`config.mk`:
```
export PLATFORM = sky130hd
export DESIGN_NAME = u2s_opq
export DESIGN_NICKNAME = d
export VERILOG_FILES = /design/src/rtl/core/u2s_pkg.sv /design/src/rtl/core/u2s_opq.sv
export SDC_FILE = /design/constraint.sdc
export NUM_CORES = 1
export LEC_CHECK = 0
export BUFFER_PORTS_ARGS = -buffer_cell sky130_fd_sc_hd__clkbuf_2
export CAP_MARGIN = 40
export CORE_MARGIN = 5
export CORE_UTILIZATION = 45
export CTS_CLUSTER_DIAMETER = 100
export CTS_CLUSTER_SIZE = 24
export DETAILED_ROUTE_END_ITERATION = 10
export GPL_TIMING_DRIVEN = 0
export PLACE_DENSITY_LB_ADDON = 0.08
export SYNTH_ARGS = -nofsm -noshare
export SYNTH_HDL_FRONTEND = slang
export SYNTH_SLANG_ARGS = --single-unit
```
`constraint.sdc`:
```
create_clock -name clk_i -period 3.4 [get_ports clk_i]
set_clock_uncertainty 0.2 [all_clocks]
set_input_delay 0.34 -clock clk_i [delete_from_list [all_inputs] [get_ports clk_i]]
set_output_delay 0.34 -clock clk_i [all_outputs]
set_load 0.03 [all_outputs]
```
`src/rtl/core/u2s_pkg.sv`:
```
// ----------------------------------------------------------------------------
// u2s_pkg
// Shared types and constants of the UTF-8 to double-byte code page transcoder.
// ----------------------------------------------------------------------------
package u2s_pkg;

  // input transaction: a UTF-8 byte or one code table write
  typedef struct packed {
    logic        mode;
    logic [7:0]  data_byte;
    logic [15:0] table_index;
    logic [15:0] table_value;
  } in_item_t;

  // result transaction: one byte of the target encoding
  typedef struct packed {
    logic [7:0] out_byte;
    logic       last_of_run;
  } out_item_t;

  // input modes
  localparam logic MODE_DATA  = 1'b0;
  localparam logic MODE_WRITE = 1'b1;

  // what one decoded step asks of the back end
  typedef enum logic [1:0] {
    SLOT_NONE,
    SLOT_LOOKUP,
    SLOT_ZERO
  } slot_kind_e;

  typedef struct packed {
    slot_kind_e  kind;
    logic [15:0] cp;
  } slot_t;

  // queue entry between decoder and table back end
  // for a table write, slot_a.cp carries the index
  typedef struct packed {
    logic        is_write;
    logic [15:0] wr_value;
    slot_t       slot_a;
    slot_t       slot_b;
  } op_t;

  typedef enum logic [1:0] {
    BK_ISSUE,
    BK_DATA,
    BK_LOW
  } back_state_e;

  // replacement code point for malformed input
  localparam logic [15:0] QMARK_CP = 16'h003F;

  // code table geometry
  localparam int unsigned TABLE_AW    = 16;
  localparam int unsigned TABLE_DEPTH = 1 << TABLE_AW;

  // op queue between front and back
  localparam int unsigned OPQ_DEPTH = 4;
  localparam int unsigned OPQ_PTR_W = $clog2(OPQ_DEPTH);
  localparam int unsigned OPQ_CNT_W = $clog2(OPQ_DEPTH + 1);

  // result queue at the output
  localparam int unsigned OUTQ_DEPTH = 2;
  localparam int unsigned OUTQ_PTR_W = $clog2(OUTQ_DEPTH);
  localparam int unsigned OUTQ_CNT_W = $clog2(OUTQ_DEPTH + 1);

endpackage

```
`src/rtl/core/u2s_opq.sv`:
```
// ----------------------------------------------------------------------------
// u2s_opq
// Short queue of decoded entries between the decoder and the table back end.
// ----------------------------------------------------------------------------
module u2s_opq (
  input  logic         clk_i,
  input  logic         rst_ni,
  input  logic         push_i,
  input  u2s_pkg::op_t item_i,
  output logic         full_o,
  input  logic         pop_i,
  output u2s_pkg::op_t head_o,
  output logic         empty_o
);
  import u2s_pkg::*;

  op_t                  mem_q [OPQ_DEPTH];
  logic [OPQ_PTR_W-1:0] wr_ptr_q, rd_ptr_q;
  logic [OPQ_CNT_W-1:0] cnt_q, cnt_d;
  logic                 do_push, do_pop;

  assign full_o  = (cnt_q == OPQ_CNT_W'(OPQ_DEPTH));
  assign empty_o = (cnt_q == '0);
  assign do_push = push_i && !full_o;
  assign do_pop  = pop_i && !empty_o;
  assign head_o  = mem_q[rd_ptr_q];

  // occupancy
  always_comb begin
    cnt_d = cnt_q;
    if (do_push && !do_pop) begin
      cnt_d = cnt_q + OPQ_CNT_W'(1);
    end else if (do_pop && !do_push) begin
      cnt_d = cnt_q - OPQ_CNT_W'(1);
    end
  end

  // pointers
  always_ff @(posedge clk_i or negedge rst_ni) begin
    if (!rst_ni) begin
      wr_ptr_q <= '0;
      rd_ptr_q <= '0;
      cnt_q    <= '0;
    end else begin
      cnt_q <= cnt_d;
      if (do_push) begin
        wr_ptr_q <= (wr_ptr_q == OPQ_PTR_W'(OPQ_DEPTH - 1)) ? '0 : wr_ptr_q + OPQ_PTR_W'(1);
      end
      if (do_pop) begin
        rd_ptr_q <= (rd_ptr_q == OPQ_PTR_W'(OPQ_DEPTH - 1)) ? '0 : rd_ptr_q + OPQ_PTR_W'(1);
      end
    end
  end

  // entry storage
  always_ff @(posedge clk_i) begin
    if (do_push) begin
      mem_q[wr_ptr_q] <= item_i;
    end
  end

endmodule

```
==> results of run 1 <==
[per-layer routing]
metal  wire length (um)  share of wire (%)
met2               7650                 53
met5                  0                  0
met3                783                5.4
met4                235                1.6
met1               5890                 40
[cell usage after synthesis]
master and number:
a21o_1 1, fa_1 1, nor3b_4 1, ha_1 6, nor3_1 2, buf_12 5
mux2_4 2, dfrtp_1 7, edfxtp_1 212, buf_2 6, and2_1 3, mux2_2 1
mux4_2 53, buf_6 1, o31ai_2 1, inv_1 3, mux2_1 1, nand2_1 1
nor2_1 3, nor2b_4 1, xor2_1 2, xnor2_1 1
[power by group]
part | internal (mW) | switching (mW)
sequential | 3.56 | 0.146
combinational | 1.31 | 2.03
clock | 0.719 | 0.803
[logic make-up (layout without fill, tap and decap cells)]
kind of cell / count (synthesis) / in the layout / synth area share, %
AOI/OAI and AO/OA: 2 / 2 / 0.245
xor gates and xnor gates: 3 / 3 / 0.322
adders and majority gates: 7 / 7 / 1.17
buffers and inverters: 15 / 202 / 1.87
DFF: 219 / 219 / 80.2
muxes: 57 / 57 / 15.3
and+or+nand+nor: 11 / 11 / 0.936
[critical path: stages, from the launching register on]
cell	delay (ps)
dfrtp_1	370
buf_6	220
buf_12	190
mux4_2	530
clkbuf_2	200
[worst paths after layout]
path                               end  slack [ps]        start  depth (start not counted)
max                          head_o[5]         870  rd_ptr_q[0]                          4
min                        rd_ptr_q[0]          30        pop_i                          3
max reg2reg                   cnt_q[2]        1080     cnt_q[0]                          7
min reg2reg                   cnt_q[2]         350     cnt_q[2]                          1
max in group asynchronous     cnt_q[2]        2790       rst_ni                          2
min in group asynchronous  wr_ptr_q[0]          40       rst_ni                          2
[sequential cells by signal (all words and copies together), names as in the netlist]
register / flops
wr_ptr_q: 2
cnt_q: 3
rd_ptr_q: 2
mem_q: 212
[layout make-up]
class | instances | share of cell area, %
well taps | 229 | 2.86
inverters | 3 | 0.112
multi-input cells | 80 | 14.7
clock buffers | 16 | 3.36
repair buffers | 170 | 12.0
plain buffers | 12 | 1.41
clock inverters | 1 | 0.299
flip-flops and latches | 219 | 65.2
[stage by stage]
step | cells | setup TNS (ps) | utilization, %
2_1_floorplan | 314 | 0 | -
3_3_place_gp | 654 | -93010 | 50.3
3_5_place_dp | 659 | 0 | 51.0
4_1_cts | 730 | 0 | 56.0
5_1_grt | 730 | 0 | 56.0
6_report | 730 | 0 | 56.0
==> run metrics, run 1 <==
status completed; top cell type's share of synthesized area 78.0%; Rows 49; DRT Wirelength 14600 um; Startpoint Class register; number of I/O port buffers 111; Final #Nets 563; clock buffer depth 3; DR pass1 iterations 5; worst setup path class reg -> out; vias in the first global route 4039; htree depth 1; most common cell after layout, fill and taps aside edfxtp_1; final hold viol count 0; critical path peak fanout 10; PD cells 854 nW/um^2; grt peak-use layer met2; #FFs+latches synth 219; share of cells above drive strength 1 40.9%; # fillers 1368; CTS Buf Count 13; DRC viols 0; 1st-iter DRT viols 193; TritonCTS Sinks 219; fin crit share 74.3%; CTS root buf clkbuf_16; cells after synthesis 314; Max IR drop VDD 666 uV; Post-CTS Setup Bufs 0; die area 20900 sq um; leak pwr 3.49 nW; Syn Nets 378; area of the mapped netlist 8160 sq um; grt total ovfl 0; Post-CTS Resized 0; CTS tree done; Final GP Congestion 0.686; M2 GR Usage 25.1%; routed len/inst 19.9 um; Fmax 0.396 GHz; post-place setup slack 1100 ps; CP Capture Type primary output; Max Slew Vio Count 0; Min Clock Period, post-route 2530 ps; Starting Density 45.6%; core box area 17900 sq um; hold buffer count at cts 54; die extent in y 145 um; # diodes 0; Ports 112; maxcap violations 0; clk_lat worst skew 460 ps; die width 145 um; cell taking the most area after synthesis edfxtp_1; area of the multi-input gates 1480 sq um; worst min path class in -> reg; design area 10000 sq um; sequential share of the synthesized area 80.2%; Tot GR Track Use 14.3%; Placed Instance Area 9120 sq um; ranking of synthesized cells by area edfxtp_1 (78%), mux4_2 (15%), dfrtp_1 (2.1%), buf_12 (1.2%), ha_1 (0.92%); WHS 25.4 ps; Max-slew headroom 60.1%; WP data arrival 1990 ps; syn avg cell area 26.0 sq um; Synth warnings 0; first-pass GRT wire length 22400 um; via/cell ratio 5.11; post-route ant nets 0; commonest non-fill, non-tap cells in the layout edfxtp_1 (212), clkbuf_2 (111), dlygate4sd3_1 (54); Power, Total 8.57 mW; routing usage on met3 3.01%; Storage cell area 6540 sq um; # setup viols final 0; RSZ-0062 raised after global routing no; Synth cell types 22; largest net degree at the start of global routing 30; via count 3729; clock-pin slew on the worst setup and hold paths 90 ps; P&R area growth vs syn 22.9%; CP required 2860 ps; worst-margin pin slew 597 ps; dpl hpwl 9120 um; met1 Use GR 18.5%; initial antenna violation count 0; final worst setup slack 873 ps
No activity file was read; power rests on OpenSTA's default activity.
==> run 2, diff against run 1 <==
==> constraint.sdc (replaced) <==
create_clock -name clk_i -period 2.61 [get_ports clk_i]
set_clock_uncertainty 0.2 [all_clocks]
set_input_delay 0.261 -clock clk_i [delete_from_list [all_inputs] [get_ports clk_i]]
set_output_delay 0.261 -clock clk_i [all_outputs]
set_load 0.03 [all_outputs]
==> run metrics, run 2 (synthesis results as in run 1) <==
Post-CTS Setup Bufs 0; DR pass1 iterations 4; CTS tree done; number of I/O port buffers 111; WP data arrival 1970 ps; setup slack, reg-to-reg 220 ps; share of cells above drive strength 1 40.8%; Rows 49; most common cell after layout, fill and taps aside edfxtp_1; Regs by FF count mem_q (212), cnt_q (3); status completed; Post-CTS Resized 0; R2R cell count 7; Worst path max stage delay 520 ps; CTS root buf clkbuf_16; WHS Endpoint mem_q[3][26]; DRT Wirelength 14500 um; clock-pin slew on the worst setup and hold paths 90 ps; die area 20900 sq um; Switching Fraction 34.7%; htree depth 1; worst setup path class reg -> out; P&R area growth vs syn 23.3%; worst min path class in -> reg; leak pwr 3.50 nW; worst hold start push_i; # diodes 0; worst-margin pin slew 454 ps; WHS 57.1 ps; RSZ-0062 raised after global routing no; worst path cell trace buf_6 > buf_12 > mux4_2 > clkbuf_2; dpl hpwl 8890 um; CP delay by family, top buffers and inverters; CTS Buf Count 13; fin crit share 93.3%; net switching power 3.88 mW; grt total ovfl 0; clock buffer depth 3; CP required 2150 ps; post-route ant nets 0; Max Slew Vio Count 0; Ports 112; Starting Density 45.6%; TritonCTS Sinks 219; FF-to-FF End cnt_q[2]; Gate power share 39.0%; Reg-to-Reg Start cnt_q[0]; routed len/inst 19.8 um; Max IR drop VDD 718 uV; Startpoint Class register; critical path peak fanout 10; P_int 7.29 mW; first-pass GRT wire length 22800 um; CP Buf/Inv Count 3; vias in the first global route 4228; Slowest cell on crit path mux4_2; hold buffer count at cts 56; die extent in y 145 um; final worst setup slack 176 ps; # setup viols final 0; final hold viol count 0; core box area 17900 sq um; post-place setup slack 251 ps; PD cells 1110 nW/um^2; 1st-iter DRT viols 164; commonest non-fill, non-tap cells in the layout edfxtp_1 (212), clkbuf_2 (111), dlygate4sd3_1 (56); clk_lat worst skew 450 ps; Max-slew headroom 69.7%; share of power burned in registers 43.2%; largest net degree at the start of global routing 43; via count 3739; max FFs per register 212; Min Clock Period, post-route 2430 ps; hold depth 3; Final #Nets 565; via/cell ratio 5.11; Fmax 0.411 GHz; die width 145 um; Final GP Congestion 0.708; CP Capture Type primary output; DRC viols 0; Tot GR Track Use 14.2%; Top reg by flops mem_q; maxcap violations 0; initial antenna violation count 0; clock network fraction of total power 17.8%
==> run 2: changes by cell type in the layout (fill, tap and decap cells not counted), sizes merged <==
cell	before	now
dlygate4sd3	54	56
==> run 2: area by class of cell <==
cell class | instances | area (sq um)
Fill cell | 1401 | 7850
Sequential cell | 219 | 6540
Multi-Input combinational cell | 80 | 1480
Timing Repair Buffer | 172 | 1230
Clock buffer | 16 | 337
Tap cell | 229 | 287
Buffer | 12 | 141
Clock inverter | 1 | 30.0
Inverter | 3 | 11.3
==> run 2: how the worst max path moves through the flow <==
| stage | startpoint | endpoint | slack (ps) | cells after the start |
|---|---|---|---|---|
| 2_1_floorplan | cnt_q[2] | mem_q[3][0] | -40 | 2 |
| 5_1_grt | rd_ptr_q[1] | head_o[24] | 50 | 4 |
| 6_report | rd_ptr_q[0] | head_o[9] | 180 | 4 |
| 3_3_place_gp | wr_ptr_q[0] | mem_q[3][35] | -1360 | 3 |
| 3_5_place_dp | cnt_q[0] | cnt_q[2] | 250 | 7 |
| 4_1_cts | rd_ptr_q[0] | head_o[22] | 130 | 4 |
==> run 2: worst reg2reg max path, stage by stage (launching register included) <==
cell	delay [ps]
dfrtp_1	490
o31ai_2	480
ha_1	280
inv_1	60
fa_1	380
xor2_1	180
nor2_1	110
xor2_1	150
==> run 2: per-stage QoR <==
stage	util, %	setup TNS (ps)	power (mW)	cell area, sq um	instances
floorplan	-	-2010	8.01	8160	314
global placement	50.3	-90790	9.18	9010	654
detailed placement	51.0	0	9.32	9130	659
CTS	56.2	0	11.4	10100	732
global route	56.2	0	11.8	10100	732
finish	56.2	0	11.2	10100	732
==> run 2: power by group through the flow <==
stage          Sequential [mW]  Clock [mW]  Combinational (mW)
3_3_place_gp              4.91           0                4.26
4_1_cts                   4.83        2.07                4.49
5_1_grt                   4.88        2.21                4.67
6_report                  4.82        1.99                4.36
2_1_floorplan             4.86           0                3.14
3_5_place_dp              4.91           0                4.41
==> run 2: per-layer routing <==
layer  wire length, um  global-route usage [%]  share of wire, %  vias up
li1                  -                       -                 -     1702
met1              5980                    18.4                41     1944
met2              7600                    25.3                52       80
met3               702                    2.88               4.8       13
met4               215                    2.85               1.5        0
met5                 0                       0                 0        -
