**src/rtl/core/u2s_pkg.sv**
```systemverilog
// ----------------------------------------------------------------------------
// u2s_pkg
// Shared types and constants of the UTF-8 to double-byte code page transcoder.
// ----------------------------------------------------------------------------
package u2s_pkg;

  // input transaction: a UTF-8 byte or one code table write
  typedef struct packed {
    logic        mode;
    logic [7:0]  data_byte;
    logic [15:0] table_index;
    logic [15:0] table_value;
  } in_item_t;

  // result transaction: one byte of the target encoding
  typedef struct packed {
    logic [7:0] out_byte;
    logic       last_of_run;
  } out_item_t;

  // input modes
  localparam logic MODE_DATA  = 1'b0;
  localparam logic MODE_WRITE = 1'b1;

  // what one decoded step asks of the back end
  typedef enum logic [1:0] {
    SLOT_NONE,
    SLOT_LOOKUP,
    SLOT_ZERO
  } slot_kind_e;

  typedef struct packed {
    slot_kind_e  kind;
    logic [15:0] cp;
  } slot_t;

  // queue entry between decoder and table back end
  // for a table write, slot_a.cp carries the index
  typedef struct packed {
    logic        is_write;
    logic [15:0] wr_value;
    slot_t       slot_a;
    slot_t       slot_b;
  } op_t;

  typedef enum logic [1:0] {
    BK_ISSUE,
    BK_DATA,
    BK_LOW
  } back_state_e;

  // replacement code point for malformed input
  localparam logic [15:0] QMARK_CP = 16'h003F;

  // code table geometry
  localparam int unsigned TABLE_AW    = 16;
  localparam int unsigned TABLE_DEPTH = 1 << TABLE_AW;

  // op queue between front and back
  localparam int unsigned OPQ_DEPTH = 4;
  localparam int unsigned OPQ_PTR_W = $clog2(OPQ_DEPTH);
  localparam int unsigned OPQ_CNT_W = $clog2(OPQ_DEPTH + 1);

  // result queue at the output
  localparam int unsigned OUTQ_DEPTH = 2;
  localparam int unsigned OUTQ_PTR_W = $clog2(OUTQ_DEPTH);
  localparam int unsigned OUTQ_CNT_W = $clog2(OUTQ_DEPTH + 1);

endpackage

```
**src/rtl/core/u2s_front.sv**
```systemverilog
// ----------------------------------------------------------------------------
// u2s_front
// UTF-8 decoder: accepts input transactions, keeps the sequence state and
// turns each byte into at most one queue entry of lookups and terminators.
// ----------------------------------------------------------------------------
module u2s_front (
  input  logic              clk_i,
  input  logic              rst_ni,
  input  logic              push_i,
  input  u2s_pkg::in_item_t in_item_i,
  output logic              full_o,
  output logic              q_push_o,
  output u2s_pkg::op_t      q_item_o,
  input  logic              q_full_i
);
  import u2s_pkg::*;

  logic [1:0]  be_q, be_d;
  logic [15:0] pc_q, pc_d;
  logic        sk_q, sk_d;
  logic        accept;
  op_t         op;
  logic        has_op;

  assign full_o = q_full_i;
  assign accept = push_i && !q_full_i;

  // decode one byte against the pending sequence state
  always_comb begin
    logic [7:0] b;
    logic       cont;
    logic       done;
    logic       have_a;
    slot_t      s_new;
    logic       add;

    b      = in_item_i.data_byte;
    cont   = (b[7:6] == 2'b10);
    done   = 1'b0;
    have_a = 1'b0;
    add    = 1'b0;
    s_new  = '{kind: SLOT_NONE, cp: '0};
    be_d   = be_q;
    pc_d   = pc_q;
    sk_d   = sk_q;
    op     = '{is_write: 1'b0, wr_value: '0,
               slot_a: '{kind: SLOT_NONE, cp: '0},
               slot_b: '{kind: SLOT_NONE, cp: '0}};
    has_op = 1'b0;

    if (in_item_i.mode == MODE_WRITE) begin
      op.is_write  = 1'b1;
      op.wr_value  = in_item_i.table_value;
      op.slot_a.cp = in_item_i.table_index;
      has_op       = 1'b1;
    end else begin
      // pending multi-byte sequence
      if (be_q != 2'd0) begin
        if (cont) begin
          done = 1'b1;
          if (be_q == 2'd2) begin
            pc_d = pc_q | {4'h0, b[5:0], 6'h00};
            be_d = 2'd1;
          end else begin
            op.slot_a = '{kind: SLOT_LOOKUP, cp: pc_q | {10'h000, b[5:0]}};
            have_a    = 1'b1;
            be_d      = 2'd0;
            pc_d      = '0;
          end
        end else begin
          // truncated sequence flushes as replacement
          op.slot_a = '{kind: SLOT_LOOKUP, cp: QMARK_CP};
          have_a    = 1'b1;
          be_d      = 2'd0;
          pc_d      = '0;
        end
      end

      // swallowing stray continuations
      if (!done && sk_q) begin
        if (cont) begin
          done = 1'b1;
        end else begin
          sk_d = 1'b0;
        end
      end

      // byte handled afresh
      if (!done) begin
        if (b == 8'h00) begin
          s_new = '{kind: SLOT_ZERO, cp: '0};
          add   = 1'b1;
          be_d  = 2'd0;
          pc_d  = '0;
          sk_d  = 1'b0;
        end else if (!b[7]) begin
          s_new = '{kind: SLOT_LOOKUP, cp: {8'h00, b}};
          add   = 1'b1;
        end else if (!b[6]) begin
          s_new = '{kind: SLOT_LOOKUP, cp: QMARK_CP};
          add   = 1'b1;
          sk_d  = 1'b1;
        end else if (!b[5]) begin
          pc_d = {5'h00, b[4:0], 6'h00};
          be_d = 2'd1;
        end else if (!b[4]) begin
          pc_d = {b[3:0], 12'h000};
          be_d = 2'd2;
        end else begin
          s_new = '{kind: SLOT_LOOKUP, cp: QMARK_CP};
          add   = 1'b1;
          sk_d  = 1'b1;
        end
      end

      if (add) begin
        if (have_a) begin
          op.slot_b = s_new;
        end else begin
          op.slot_a = s_new;
          have_a    = 1'b1;
        end
      end
      has_op = have_a;
    end
  end

  assign q_push_o = accept && has_op;
  assign q_item_o = op;

  // sequence state
  always_ff @(posedge clk_i or negedge rst_ni) begin
    if (!rst_ni) begin
      be_q <= 2'd0;
      pc_q <= '0;
      sk_q <= 1'b0;
    end else if (accept) begin
      be_q <= be_d;
      pc_q <= pc_d;
      sk_q <= sk_d;
    end
  end

endmodule

```
**config.mk**
```make
export PLATFORM = sky130hd
export DESIGN_NAME = u2s_front
export DESIGN_NICKNAME = d
export VERILOG_FILES = /design/src/rtl/core/u2s_pkg.sv /design/src/rtl/core/u2s_front.sv
export SDC_FILE = /design/constraint.sdc
export NUM_CORES = 1
export LEC_CHECK = 0
export ABC_AREA = 1
export BUFFER_PORTS_ARGS = -buffer_cell sky130_fd_sc_hd__buf_2
export CAP_MARGIN = 20
export CORE_ASPECT_RATIO = 1.2
export CORE_UTILIZATION = 44
export DETAILED_ROUTE_END_ITERATION = 6
export GPL_TIMING_DRIVEN = 1
export PLACE_DENSITY_LB_ADDON = 0.08
export REMOVE_ABC_BUFFERS = 1
export SETUP_SLACK_MARGIN = 0.5
export SYNTH_ARGS = -nofsm -noshare
export SYNTH_HDL_FRONTEND = slang
export SYNTH_SLANG_ARGS = --single-unit
export TNS_END_PERCENT = 5
```
**constraint.sdc**
```tcl
create_clock -name clk_i -period 1.9 [get_ports clk_i]
set_clock_uncertainty 0.05 [all_clocks]
set_input_delay 0.285 -clock clk_i [delete_from_list [all_inputs] [get_ports clk_i]]
set_output_delay 0.285 -clock clk_i [all_outputs]
set_load 0.005 [all_outputs]
```
==> results of run 1 <==
==> Yosys cell counts (2+ instances only) <==
library cell	count
dfrtp_1	19
buf_2	4
inv_2	5
buf_1	2
nor2_1	29
nand3_1	27
nor2_4	4
nor3_1	8
nor3_2	7
a21boi_0	6
a31oi_1	2
nand2_1	76
inv_1	45
buf_4	13
o21bai_1	2
nand2_4	2
a21oi_1	4
nand3_2	2
o21ai_0	13
nand2_2	3
==> state kept, by name (all words and copies together) (netlist names) <==
name	count
sk_q	1
pc_q	16
be_q	2
==> per-stage QoR <==
stage | cell area (µm²) | total power (µW)
3_3_place_gp | 2240 | 1060
3_5_place_dp | 2240 | 1070
6_report | 2430 | 1440
2_1_floorplan | 1650 | 830
4_1_cts | 2390 | 1420
5_1_grt | 2430 | 1540
==> power by group <==
| group | internal, µW | leakage, µW | switching (µW) |
|---|---|---|---|
| registers | 480 | 0.000240 | 47.3 |
| logic | 273 | 0.00122 | 349 |
| clock network | 146 | 0.0000255 | 145 |
==> path summary, 6_finish.rpt <==
kind | start | end | slack (ps)
max in group asynchronous | rst_ni | be_q[0]$_DFFE_PN0P_ | 1030
max reg2reg | be_q[1]$_DFFE_PN0P_ | pc_q[12]$_DFFE_PN0P_ | 440
min in group asynchronous | rst_ni | pc_q[9]$_DFFE_PN0P_ | 440
min reg2reg | pc_q[14]$_DFFE_PN0P_ | pc_q[14]$_DFFE_PN0P_ | 430
max | be_q[0]$_DFFE_PN0P_ | q_item_o[21] | 2
min | in_item_i[34] | pc_q[14]$_DFFE_PN0P_ | 250
==> cell families after synthesis <==
kind of cell | Yosys count
and+or+nand+nor | 160
buffers and inverters | 69
AOI/OAI and AO/OA | 32
DFF | 19
other | 1
==> timing repair <==
action | 4_1_cts | 5_1_grt
setup endpoints to repair | 35 | 37
resized for setup | 18 | 17
hold buffers | 1 | 0
pin swaps | 12 | 5
endpoints found under the hold margin | 19 | 0
setup buffers | 6 | 1
==> metal layers <==
layer,wire length [µm],track usage
met1,2200,0.308
met2,2580,0.458
met3,389,0.0238
met4,59,0.0688
met5,0,0
==> area by class of cell <==
type | instances | area (µm²) | area share
Multi-Input combinational cell | 201 | 1050 | 0.430
Clock inverter | 1 | 5.00 | 0.00206
Tap cell | 52 | 65.1 | 0.0267
Inverter | 50 | 193 | 0.0791
Clock buffer | 3 | 41.3 | 0.0170
Timing Repair Buffer | 108 | 608 | 0.250
Sequential cell | 19 | 477 | 0.196
==> worst max-delay path, stage by stage, from the launching register on <==
cell and delay (ps):
dfrtp_2 450, nor2_4 140, nand2_2 90, nand2_4 110, nor2_4 60, buf_12 140, a21boi_1 130, nand2_1 70
buf_2 120
==> qor.yml, run 1 <==
cts_root_buffer: "clkbuf_8"
hold_path.class: "input pin to flop"
tritoncts: "done"
rows: 24
avgViaCountPerCell: 4.78
htree_num_levels: 1
yosys.area_share.xor_xnor: 0
global_route_wire_length_before_repair_mm: 8.14
drt-wirelength-per-cell_um: 12.0
initial_core_util: 0.468
die-area_mm2: 0.00422
cp.required_ps: 1560
worstHoldPathCells: 3
setup_slack_ps: 2.46
drc_viols: 0
overflow: 0
report.final.hold_viol_count: 0
portBuffers: 90
synth_adder_area_share: 0
worst_setup_path_start_kind: "flop"
synth_area_in_compound_gates: 0.111
slew_violations: 0
post_synth_top_area_share: 0.273
fp.dieW_um: 59.5
ys_ff_latch: 19
clk_transition_reported_paths_ps: 80
final_cell_count_no_fill: 434
dominant_combinational_cell_family_by_area_after_synthesis: "simple AND/OR/NAND/NOR gates"
grt_util_all_layers: 0.252
detailroute.via_count: 2073
r2r.worst_path.cells: 5
pre_cts_slack_ps: 109
mostFrequentLayoutCells: "90 x buf_2, 74 x nand2_1, 43 x inv_1, 27 x nand3_1, 19 x nor2_1"
min_period_over_period: 0.999
finalNetCount: 428
post_synth_and_or_nand_nor_area_fraction: 0.435
largest_cells_by_area_after_synthesis: "dfrtp_1 27%, nand2_1 16%, inv_1 9.7%"
synth_area_per_cell_um2: 6.21
timing.critical_path.to_type: "output port"
drt_pass1_iterations: 4
layout.cells.most_common: "buf_2"
criticalPathCategory: "flop to output port"
leakage_uw: 0.00148
status: "finished clean"
synth.lib_cells_used.distinct: 28
power-per-cell-area_mw_per_mm2: 591
finalSetupViolCount: 0
fin_util: 0.654
hpwl_after_dpl_mm: 4.12
vdd_drop_max_v: 0.000555
cells_after_synth: 281
grt_start_max_net_pins: 23
synthMuxAreaShare: 0
postRouteWirelength_mm: 5.23
synth_edf_count: 0
antenna_cells: 0
areaGrowthSynthToFinish_pct: 39.6
cts_num_sinks: 19
ys.flop_type: "dfrtp_1"
synth_sequential_area_ratio: 0.273
ant_nets: 0
timing.critical_path.fanout_max: 7
drive_above_1_share: 0.406
chipHeight_um: 71.0
post-synth-top-area-cell: "dfrtp_1"
yosys_warnings: 0
unrepaired_setup_endpoints_after_global_routing: "true"
num_ports: 100
nFillCells: 382
clk_latency_ps: 260
max_slew.worst_pin.slew_ps: 591
initial_antenna_violation_count: 0
coreArea_mm2: 0.00372
synth.cell_area_mm2: 0.00174
max-slew-margin-rel: 0.602
period_needed_ps: 1900
grt_pass1_vias: 1833
holdWs_ps: 249
setup_total_negative_slack_ps: 0
routabilityCongestion: 0.967
worst-endpoint-arrival_ps: 1560
dpl.cell_count: 422
max-cap-violations: 0
clk_path_buf_depth: 2
share_of_async_settable_or_async_resettable_flops_after_synthesis: 1.00
fmax_mhz: 527
cts_made_buffers: 3
drtIter0Drc: 65
Note: power is estimated with default switching activity, not from simulation.
==> inputs of run 2 (changes only) <==
--- a/config.mk
+++ b/config.mk
@@ -14,7 +14,7 @@
 export GPL_TIMING_DRIVEN = 1
 export PLACE_DENSITY_LB_ADDON = 0.08
 export REMOVE_ABC_BUFFERS = 1
-export SETUP_SLACK_MARGIN = 0.5
+export SETUP_SLACK_MARGIN = 0.02
 export SYNTH_ARGS = -nofsm -noshare
 export SYNTH_HDL_FRONTEND = slang
 export SYNTH_SLANG_ARGS = --single-unit
==> qor.yml, run 2 (synthesized netlist as in run 1, its figures left out) <==
grt_start_max_net_pins: 23  # unchanged
routabilityCongestion: 0.967  # unchanged
cts_root_buffer: "clkbuf_8"  # unchanged
final_cell_area_mm2: 0.00245  # was 0.00243 mm²
finalSetupViolCount: 2  # was 0
max-slew-margin-rel: 0.596  # was 0.602
unrepaired_setup_endpoints_after_global_routing: "true"  # unchanged
areaGrowthSynthToFinish_pct: 40.5  # was 39.6%
worst_setup_path_start_kind: "flop"  # unchanged
layout.cells.most_common: "buf_2"  # unchanged
power-per-cell-area_mw_per_mm2: 589  # was 591 mW/mm²
fp.dieW_um: 59.5  # unchanged
hpwl_after_dpl_mm: 4.12  # unchanged
drtIter0Drc: 63  # was 65
drt_pass1_iterations: 4  # unchanged
criticalPathCategory: "flop to output port"  # unchanged
placement.cell_area_mm2: 0.00224  # unchanged
avgViaCountPerCell: 4.81  # was 4.78
rows: 24  # unchanged
drc_viols: 0  # unchanged
timing.critical_path.fanout_max: 7  # unchanged
leakage_uw: 0.00149  # was 0.00148 µW
status: "finished, violations left"  # was finished clean
max_slew.worst_pin.slew_ps: 600  # was 591 ps
num_ports: 100  # unchanged
detailroute.via_count: 2082  # was 2073
postRouteWirelength_mm: 5.23  # unchanged
coreArea_mm2: 0.00372  # unchanged
biggestRegsByFlops: "pc_q x16, be_q x2, sk_q x1"  # unchanged
portBuffers: 90  # unchanged
setup_total_negative_slack_ps: -5.66  # was 0 ps
reg2reg_setup_slack_ps: 480  # was 440 ps
grt_pass1_vias: 1805  # was 1833
largest_reg_flops: 16  # unchanged
chipHeight_um: 71.0  # unchanged
initial_core_util: 0.468  # unchanged
max_flop_register: "pc_q"  # unchanged
overflow: 0  # unchanged
clk_path_buf_depth: 2  # unchanged
ant_nets: 0  # unchanged
startpoint: "be_q[0]$_DFFE_PN0P_"  # unchanged
r2r.worst_path.cells: 5  # unchanged
clk_transition_reported_paths_ps: 70  # was 80 ps
drt-wirelength-per-cell_um: 12.1  # was 12.0 µm
worst_r2r_startpoint: "be_q[1]$_DFFE_PN0P_"  # unchanged
global_route_wire_length_before_repair_mm: 8.16  # was 8.14 mm
mostFrequentLayoutCells: "90 x buf_2, 74 x nand2_1, 43 x inv_1, 26 x nor2_1, 26 x nand3_1"  # was 90 x buf_2, 74 x nand2_1, 43 x inv_1, 27 x nand3_1, 19 x nor2_1
fmax_mhz: 525  # was 527 MHz
vdd_drop_max_v: 0.000569  # was 0.000555 V
cp.required_ps: 1560  # about the same
antenna_cells: 0  # unchanged
holdWs_ps: 247  # was 249 ps
max-cap-violations: 0  # unchanged
period_needed_ps: 1900  # about the same
endpoint: "q_item_o[21]"  # unchanged
grt_util_all_layers: 0.252  # about the same
pre_cts_slack_ps: 109  # unchanged
htree_num_levels: 1  # unchanged
critical_path.reg2reg.endpoint: "pc_q[13]$_DFFE_PN0P_"  # was pc_q[12]$_DFFE_PN0P_
cts_made_buffers: 3  # unchanged
initial_antenna_violation_count: 0  # unchanged
worst-endpoint-arrival_ps: 1570  # was 1560 ps
tritoncts: "done"  # unchanged
violations: "negative setup slack"
setup_slack_ps: -3.09  # was 2.46 ps
cts_num_sinks: 19  # unchanged
launch_instance_of_the_worst_min_delay_path: "in_item_i[34]"  # unchanged
clk_latency_ps: 260  # about the same
drive_above_1_share: 0.391  # was 0.406
die-area_mm2: 0.00422  # unchanged
report.final.hold_viol_count: 0  # unchanged
finalNetCount: 427  # was 428
timing.critical_path.to_type: "output port"  # unchanged
slew_violations: 0  # unchanged
finalPower_uw: 1440  # about the same
min_period_over_period: 1.00  # was 0.999
hold_path.class: "input pin to flop"  # unchanged
run 2: cell count changes in the layout (fill, tap and decap cells not counted), moves of 2 or more:
cell	previous run	this run
buf_4	14	12
nor2_1	19	26
nor2_2	10	1
nor2_4	5	7
o21ai_0	10	13
o21ai_1	4	0
run 2: stage by stage:
step	cells	utilization
final	433	0.658
after global routing	433	0.658
after CTS	431	0.638
after detailed placement	422	0.601
after global placement	422	0.601
after floorplan	270	-
run 2: area by class of cell:
cell class / instances / area (µm²)
repair buffers: 107 / 604
clock buffers: 3 / 41.3
inverters: 50 / 188
fillers: 375 / 1270
clock inverters: 1 / 5.00
flip-flops and latches: 19 / 477
multi-input cells: 201 / 1070
well taps: 52 / 65.1
run 2: per-layer routing:
layer,up-vias,GRT usage,wire length (µm)
met3,8,0.0238,448
met5,-,0,0
li1,1052,-,-
met1,914,0.304,2150
met2,108,0.466,2570
met4,0,0.0582,57
run 2: timing repair:
| action | 4_1_cts | 5_1_grt |
|---|---|---|
| gates resized for setup | 15 | 16 |
| hold endpoints to repair | 19 | 0 |
| endpoints found under the setup margin | 17 | 17 |
| setup buffers | 4 | 2 |
| pin swaps | 12 | 8 |
| hold buffers | 1 | 0 |
run 2: where the power goes:
group          switching, µW  leakage [µW]  internal [µW]
logic                    350       0.00123            271
registers               48.6      0.000240            480
clock network            147     0.0000255            146
total                    546       0.00149            898
run 2: critical path, stage by stage, from the launching register on:
cell	delay (ps)
dfrtp_2	460
nor2_4	140
nand2_2	90
nand2_4	110
nor2_4	60
buf_12	140
a21boi_1	120
nand2_1	70
buf_2	120
run 2: how the worst min path moves through the flow:
stage,end,cells after the start,slack [ps]
2_1_floorplan,be_q[0]$_DFFE_PN0P_,0,-60
3_3_place_gp,pc_q[15]$_DFFE_PN0P_,1,200
3_5_place_dp,pc_q[9]$_DFFE_PN0P_,1,200
4_1_cts,pc_q[14]$_DFFE_PN0P_,3,250
5_1_grt,pc_q[14]$_DFFE_PN0P_,3,250
6_report,pc_q[14]$_DFFE_PN0P_,3,250
